--- src/kcl_pkg.sv ---
// kcl_pkg: shared types, constants and the key matrix scan for the keypad code lock
// used by kcl_in_stage, kcl_core and keypad_code_lock_arming; depends on nothing
package kcl_pkg;

  // key matrix geometry and special key codes
  localparam int unsigned MATRIX_COLS = 3;
  localparam int unsigned MATRIX_ROWS = 4;
  localparam int unsigned KEY_W       = 4;
  localparam int unsigned KEYS_W      = MATRIX_COLS * MATRIX_ROWS;
  localparam int unsigned ZONES_W     = 4;
  localparam logic [KEY_W-1:0] NO_KEY    = 4'd15;
  localparam logic [KEY_W-1:0] ENTER_KEY = 4'd11;

  // configuration register
  localparam int unsigned CODE_W     = 14;
  localparam logic [CODE_W-1:0] CODE_RESET = 14'd487;

  // default entry length
  localparam int unsigned CODE_DIGITS_DEF = 4;

  // result fields
  localparam int unsigned BEEP_W  = 2;
  localparam int unsigned COUNT_W = 3;
  localparam int unsigned IN_DATA_W  = 16;
  localparam int unsigned OUT_DATA_W = 16;

  typedef enum logic [BEEP_W-1:0] {
    BEEP_NONE   = 2'd0,
    BEEP_ACCEPT = 2'd1,
    BEEP_REJECT = 2'd2
  } beep_t;

  // one registered poll: scanned key and zone contacts
  typedef struct packed {
    logic [KEY_W-1:0]   key;
    logic [ZONES_W-1:0] zones;
  } poll_t;

  // one result item
  typedef struct packed {
    logic [COUNT_W-1:0] digits_entered;
    beep_t              beep;
    logic               alarm;
    logic [ZONES_W-1:0] zone_leds;
    logic               relay_on;
  } result_t;

  // bits for the largest decimal-weighted entry value, every digit up to ten
  function automatic int unsigned entry_width(input int unsigned digits);
    longint unsigned maxv;
    int unsigned w;
    maxv = 0;
    for (int unsigned i = 0; i < digits; i++) begin
      maxv = maxv * 10 + 10;
    end
    w = 1;
    while ((longint'(1) << w) <= maxv) begin
      w++;
    end
    return w;
  endfunction

  // first closed key, columns first then rows; no key when nothing is closed
  function automatic logic [KEY_W-1:0] scan_matrix(input logic [KEYS_W-1:0] keys);
    logic [KEY_W-1:0] hit;
    hit = NO_KEY;
    // walk backward so the earliest key in scan order is assigned last
    for (int c = MATRIX_COLS - 1; c >= 0; c--) begin
      for (int r = MATRIX_ROWS - 1; r >= 0; r--) begin
        if (keys[r * MATRIX_COLS + c]) begin
          hit = KEY_W'(r * MATRIX_COLS + c);
        end
      end
    end
    return hit;
  endfunction

endpackage

--- src/kcl_in_stage.sv ---
// kcl_in_stage: input register of the code lock; scans the key matrix on entry
// depends on kcl_pkg
module kcl_in_stage
  import kcl_pkg::*;
(
  input  logic               clk,
  input  logic               rst_n,
  input  logic               in_valid,
  output logic               in_ready,
  input  logic [KEYS_W-1:0]  keys_down,
  input  logic [ZONES_W-1:0] zone_open,
  output logic               poll_valid,
  input  logic               poll_take,
  output poll_t              poll
);

  logic  valid_r, valid_nxt;
  poll_t poll_r;

  // stage is free when empty or being drained this cycle
  assign in_ready   = !valid_r || poll_take;
  assign poll_valid = valid_r;
  assign poll       = poll_r;

  always_comb begin
    valid_nxt = valid_r;
    if (in_ready) begin
      valid_nxt = in_valid;
    end
  end

  // control register
  always_ff @(posedge clk) begin
    if (!rst_n) begin
      valid_r <= 1'b0;
    end else begin
      valid_r <= valid_nxt;
    end
  end

  // payload register, scanned key and zone contacts
  always_ff @(posedge clk) begin
    if (in_valid && in_ready) begin
      poll_r.key   <= scan_matrix(keys_down);
      poll_r.zones <= zone_open;
    end
  end

endmodule

--- src/kcl_core.sv ---
// kcl_core: entry state, code compare, arming and the result register
// depends on kcl_pkg
module kcl_core
  import kcl_pkg::*;
#(
  parameter int unsigned CODE_DIGITS = CODE_DIGITS_DEF
) (
  input  logic              clk,
  input  logic              rst_n,
  input  logic [CODE_W-1:0] security_code,
  input  logic              poll_valid,
  output logic              poll_take,
  input  poll_t             poll,
  output logic              res_valid,
  input  logic              res_ready,
  output result_t           res
);

  localparam int unsigned CNT_W = $clog2(CODE_DIGITS + 1);
  localparam int unsigned VAL_W = entry_width(CODE_DIGITS);
  localparam int unsigned CMP_W = (VAL_W > CODE_W) ? VAL_W : CODE_W;
  localparam logic [CNT_W-1:0] FULL_CNT = CNT_W'(CODE_DIGITS);

  logic             armed_r, armed_nxt;
  logic [CNT_W-1:0] count_r, count_nxt;
  logic [KEY_W-1:0] last_r, last_nxt;
  logic [VAL_W-1:0] acc_r, acc_nxt;
  logic             valid_r, valid_nxt;
  result_t          res_r;
  beep_t            beep;
  logic             advance;
  logic             match;

  // result register frees when empty or taken
  assign advance   = !valid_r || res_ready;
  assign poll_take = advance;
  assign res_valid = valid_r;
  assign res       = res_r;
  assign match     = (CMP_W'(acc_r) == CMP_W'(security_code));

  // entry and arming update for one poll
  always_comb begin
    armed_nxt = armed_r;
    count_nxt = count_r;
    last_nxt  = last_r;
    acc_nxt   = acc_r;
    beep      = BEEP_NONE;
    if (count_r != FULL_CNT) begin
      if (poll.key != last_r) begin
        if (poll.key == NO_KEY || poll.key == ENTER_KEY) begin
          last_nxt = NO_KEY;
        end else begin
          last_nxt  = poll.key;
          count_nxt = count_r + CNT_W'(1);
          acc_nxt   = (acc_r * VAL_W'(10)) + VAL_W'(poll.key);
        end
      end
    end else if (poll.key == ENTER_KEY) begin
      if (match) begin
        armed_nxt = !armed_r;
        beep      = BEEP_ACCEPT;
      end else begin
        beep = BEEP_REJECT;
      end
      count_nxt = '0;
      acc_nxt   = '0;
    end
  end

  always_comb begin
    valid_nxt = valid_r;
    if (advance) begin
      valid_nxt = poll_valid;
    end
  end

  // control state
  always_ff @(posedge clk) begin
    if (!rst_n) begin
      armed_r <= 1'b0;
      count_r <= '0;
      last_r  <= NO_KEY;
      acc_r   <= '0;
      valid_r <= 1'b0;
    end else begin
      valid_r <= valid_nxt;
      if (advance && poll_valid) begin
        armed_r <= armed_nxt;
        count_r <= count_nxt;
        last_r  <= last_nxt;
        acc_r   <= acc_nxt;
      end
    end
  end

  // result payload
  always_ff @(posedge clk) begin
    if (advance && poll_valid) begin
      res_r.relay_on       <= armed_nxt;
      res_r.zone_leds      <= armed_nxt ? ~poll.zones : '0;
      res_r.alarm          <= armed_nxt && (poll.zones != '0);
      res_r.beep           <= beep;
      res_r.digits_entered <= COUNT_W'(count_nxt);
    end
  end

endmodule

--- src/keypad_code_lock_arming.sv ---
// Keypad code lock with arming relay: one poll of the 3x4 key matrix and four zone
// contacts per input transaction, one result transaction per poll. A poll passes an
// input register (where the matrix is scanned) and a result register, so the block
// takes one poll per clock cycle when the result side keeps up; a result becomes valid
// once its poll has passed the input register and then the result register. While
// the result side stalls, the two registers hold two polls and then the input stalls.
// The code is the decimal-weighted sum of the entered key indices, built up digit
// by digit as keys arrive, so enter needs only one compare. The security code may be
// written only while no poll is in flight.
//
// depends on kcl_pkg, kcl_in_stage, kcl_core
module keypad_code_lock_arming
  import kcl_pkg::*;
#(
  parameter int unsigned CODE_DIGITS = CODE_DIGITS_DEF
) (
  input  logic                  clk,
  input  logic                  rst_n,
  // security_code
  input  logic                  cfg_valid,
  output logic                  cfg_ready,
  input  logic [CODE_W-1:0]     cfg_data,
  // keys_down [11:0], zone_open [15:12]
  input  logic                  in_tvalid,
  output logic                  in_tready,
  input  logic [IN_DATA_W-1:0]  in_tdata,
  // relay_on [0], zone_leds [4:1], alarm [5], beep [7:6], digits_entered [10:8]
  output logic                  out_tvalid,
  input  logic                  out_tready,
  output logic [OUT_DATA_W-1:0] out_tdata
);

  logic [CODE_W-1:0] code_r;
  logic              poll_valid;
  logic              poll_take;
  poll_t             poll;
  result_t           res;

  // configuration register, always ready
  assign cfg_ready = 1'b1;

  always_ff @(posedge clk) begin
    if (!rst_n) begin
      code_r <= CODE_RESET;
    end else if (cfg_valid) begin
      code_r <= cfg_data;
    end
  end

  kcl_in_stage u_in (
    .clk        (clk),
    .rst_n      (rst_n),
    .in_valid   (in_tvalid),
    .in_ready   (in_tready),
    .keys_down  (in_tdata[KEYS_W-1:0]),
    .zone_open  (in_tdata[KEYS_W +: ZONES_W]),
    .poll_valid (poll_valid),
    .poll_take  (poll_take),
    .poll       (poll)
  );

  kcl_core #(
    .CODE_DIGITS (CODE_DIGITS)
  ) u_core (
    .clk           (clk),
    .rst_n         (rst_n),
    .security_code (code_r),
    .poll_valid    (poll_valid),
    .poll_take     (poll_take),
    .poll          (poll),
    .res_valid     (out_tvalid),
    .res_ready     (out_tready),
    .res           (res)
  );

  // pack result fields, zero fill to whole bytes
  assign out_tdata = OUT_DATA_W'(res);

endmodule

--- config.mk ---
export PLATFORM = sky130hd
export DESIGN_NAME = keypad_code_lock_arming
export DESIGN_NICKNAME = d
export VERILOG_FILES = /design/src/kcl_pkg.sv /design/src/kcl_in_stage.sv /design/src/kcl_core.sv /design/src/keypad_code_lock_arming.sv
export SDC_FILE = /design/constraint.sdc
export NUM_CORES = 1
export LEC_CHECK = 0
export BUFFER_PORTS_ARGS = -buffer_cell sky130_fd_sc_hd__buf_2
export CAP_MARGIN = 10
export CORE_ASPECT_RATIO = 1.5
export CORE_MARGIN = 1.5
export CORE_UTILIZATION = 50
export DETAILED_ROUTE_END_ITERATION = 8
export GPL_ROUTABILITY_DRIVEN = 0
export GPL_TIMING_DRIVEN = 0
export HOLD_SLACK_MARGIN = 0.08
export PLACE_DENSITY = 0.75
export RECOVER_POWER = 100
export SYNTH_ARGS = -nofsm -noshare
export SYNTH_HDL_FRONTEND = slang
export SYNTH_SLANG_ARGS = --single-unit
--- constraint.sdc ---
create_clock -name clk -period 6.9 [get_ports clk]
set_input_delay 0 -clock clk [delete_from_list [all_inputs] [get_ports clk]]
set_output_delay 0 -clock clk [all_outputs]
set_load 0.02 [all_outputs]
==> run_results.csv <==
group,metric,value,unit
logic_synthesis,synth_cells,344,
route,wl_met3,248,um
route,wirelength,7.207,mm
pwr,combinationalPowerShare,0.142,
worst_setup_path,worstPathRequired,7.13,ns
die,dieArea,7121,um2
clocking,cts.clk_slew.worst_paths,0.06,ns
cells_and_area,drive_gt1_frac,0.1233,
logic_synthesis,ys_types,46,
worst_setup_path,r2r_end,"u_core.acc_r[13]",
pwr,p_seq_frac,0.486,
clocking,clk_path_buf_depth,2,
pwr,p_leak,1.731,nW
route,viasPerCell,5.455,
global_route,globalRouteOverflowTotal,0,
timing,setup_viol,0,
route,drt-initial-drc-count,166,
route,wl_met1,2.851,mm
job,maxCapViolations,0,
timing,finalCriticalPeriod,3.015,ns
timing,whs,0.09813,ns
clocking,cts_tree,"yes",
timing,hold_violations,0,
clocking,root_buffer,"clkbuf_8",
logic_synthesis,synth_top_area_cell,"dfxtp_1",
cells_and_area,n_antenna_cell,0,
route,top_layer_used,"met4",
logic_synthesis,synth_ff_type,"dfxtp_1",
global_route,antenna_found_initial,0,
pwr,power_switching_share,0.2506,
worst_setup_path,worstSetupEndpointType,"flop",
timing,fmax,0.3317,GHz
timing,fin_tns_setup,0,ns
logic_synthesis,synth_async_sr_flop_share,0,
logic_synthesis,syn_avg_cell_area,9.613,um2
cells_and_area,final_nets,494,
worst_setup_path,cp_max_fo,5,
worst_setup_path,crit_type,"reg -> reg",
logic_synthesis,synthTopCellsByArea,"dfxtp_1 (23%), edfxtp_1 (17%), ha_1 (9.1%)",
pwr,irDropWorstVdd,0.00009955,V
worst_setup_path,rr_startpoint,"u_core.acc_r[1]",
clocking,cts_setup_buffers,0,
logic_synthesis,synth-edff-count,19,
die,start_util,0.5134,
hold_path,hold_path_class,"in -> reg",
clocking,cts_htree_levels,3,
run_status,status,"finished clean",
route,wl_met2,3.875,mm
route,post-route-drc-count,0,
logic_synthesis,netlist_area,3307,um2
clocking,clock-sinks,57,
die,die_w,69.40,um
cells_and_area,syn2layout_area_growth,22.89,%
global_route,grt.total_usage,0.2102,
hold_path,min_path_cells,3,
clocking,cts_made_buffers,9,
die,rows,36,
worst_setup_path,rrSetupSlack,3.89,ns
clocking,clock_latency,0.33,ns
global_route,grt_pass1_wl,11.96,mm
timing,tightest_slew,0.7224,ns
timing,skew,0.003956,ns
hold_path,min_from,"cfg_valid",
die,core,6441,um2
pwr,internal_power,0.0005805,W
worst_setup_path,startpoint_type,"flop",
timing,rsz0062_at_grt,"no",
timing,report.final.slew_viol_count,0,
pwr,power.density,190.6,nW/um2
logic_synthesis,synth_seq_cells,57,
pwr,clkPwrFrac,0.372,
die,die_h,102.6,um
global_route,grt_pass1_vias,2727,
timing,slew_headroom,0.5184,
place,post-dp-hpwl,5.170,mm
logic_synthesis,ys_seq_area_frac,0.4026,
worst_setup_path,reg2reg_depth,10,
timing,fin_crit_sh,0.4370,
hold_path,hold_end,"code_r[12]",
route,antenna_left,0,
global_route,grt_max_degree,19,
place,portBuffers,45,
logic_synthesis,yosysWarnings,0,
worst_setup_path,arrival,3.24,ns
route,drtPass1Iterations,5,
die,ios,54,
logic_synthesis,yosys.area.top_type_share,0.2300,
route,wl_per_cell,14.02,um
route,dr_total_vias,2804,
pwr,p_switching,0.0001941,W
==> through the flow <==
stage                     area [um2]  instances    util  setup WS (ns)  total power (W)
after floorplan                 3322        348       -          4.266        0.0004502
after global placement          3642        469  0.5655          4.010        0.0004764
after detailed placement        3642        469  0.5655          3.997        0.0004801
after CTS                       4111        514  0.6383          3.975        0.0007791
after global routing            4064        514  0.6309          3.698        0.0008070
final                           4064        514  0.6309          3.885        0.0007746
==> sequential cells by signal, indices dropped and copies added (netlist names) <==
signal            count
code_r               14
u_core.acc_r         14
u_core.res           11
u_in.poll             8
u_core.last_r         4
u_core.count_r        3
u_core.armed_r        1
u_core.res_valid      1
u_in.poll_valid       1
==> per-layer routing <==
metal | GRT usage | up-vias
met5 | 0 | -
met4 | 0.1101 | 0
met3 | 0.03910 | 18
met2 | 0.3979 | 64
met1 | 0.2213 | 1325
li1 | - | 1397
==> cell usage after synthesis (all sizes together) (5+ instances only) <==
cell / count
nand2: 27
nor3: 11
nand4: 7
edfxtp: 19
a21oi: 21
nor2: 22
nor4: 7
inv: 9
xnor2: 23
clkbuf: 6
buf: 9
nand3: 18
nor2b: 22
ha: 24
dfxtp: 38
xor2: 13
o21ai: 11
mux2i: 14
a21o: 5
==> what timing repair did <==
| item | 4_1_cts | 5_1_grt |
|---|---|---|
| hold endpoints to repair | 32 | 0 |
| hold buffers | 29 | 0 |
| resized for setup | 0 | 0 |
==> layout by cell type (no fill, tap or decap), types with 19 or more instances in the layout <==
| master | Yosys | final |
|---|---|---|
| nand2_1 | 27 | 27 |
| dfxtp_1 | 38 | 38 |
| dlygate4sd3_1 | 0 | 29 |
| buf_2 | 3 | 32 |
| clkbuf_1 | 6 | 25 |
| ha_1 | 24 | 24 |
| xnor2_1 | 23 | 23 |
| nor2_1 | 22 | 22 |
| nor2b_1 | 22 | 22 |
| a21oi_1 | 21 | 21 |
| edfxtp_1 | 19 | 19 |
==> worst max path at each step <==
stage | start | to | slack (ns) | depth (start not counted)
floorplan | u_core.acc_r[1] | u_core.acc_r[13] | 4.27 | 10
finish | u_core.acc_r[1] | u_core.acc_r[13] | 3.89 | 10
CTS | u_core.acc_r[1] | u_core.acc_r[13] | 3.98 | 10
global route | u_core.acc_r[1] | u_core.acc_r[13] | 3.70 | 10
detailed placement | u_core.acc_r[1] | u_core.acc_r[13] | 4.00 | 10
global placement | u_core.acc_r[1] | u_core.acc_r[13] | 4.01 | 10
==> cell families after synthesis <==
group,share of synthesized area
AOI/OAI and AO/OA,0.1199
xor gates and xnor gates,0.09535
adders and majority gates,0.1029
buffers and inverters,0.03632
DFF,0.4026
muxes,0.04237
other,0.002271
and+or+nand+nor,0.1983
==> area by class of cell <==
cell class,count,area (um2)
fill,538,2377
multi-input combinational,266,1843
sequential,57,1331
timing repair buffer,74,498.0
clock buffer,12,135.1
tap,76,95.09
buffer,15,80.08
clock inverter,4,43.79
inverter,10,37.54
==> power groups by stage <==
stage / combinational (W) / clock (W) / sequential (W)
after floorplan: 0.0000671 / 0 / 0.000383
after global placement: 0.0000938 / 0 / 0.000383
after detailed placement: 0.0000969 / 0 / 0.000383
after CTS: 0.000110 / 0.000293 / 0.000376
after global routing: 0.000122 / 0.000307 / 0.000378
final: 0.000110 / 0.000288 / 0.000376
==> critical path: stages, from the launching register on <==
cell and delay, ns:
dfxtp_1 0.48, ha_1 0.29, ha_1 0.22, fa_1 0.40, a21o_1 0.23, a22oi_1 0.16
a2bb2oi_1 0.15, or3_4 0.35, nor4_1 0.39, xnor2_1 0.17, o21ai_1 0.07
Power figures use the tool's default switching activity.
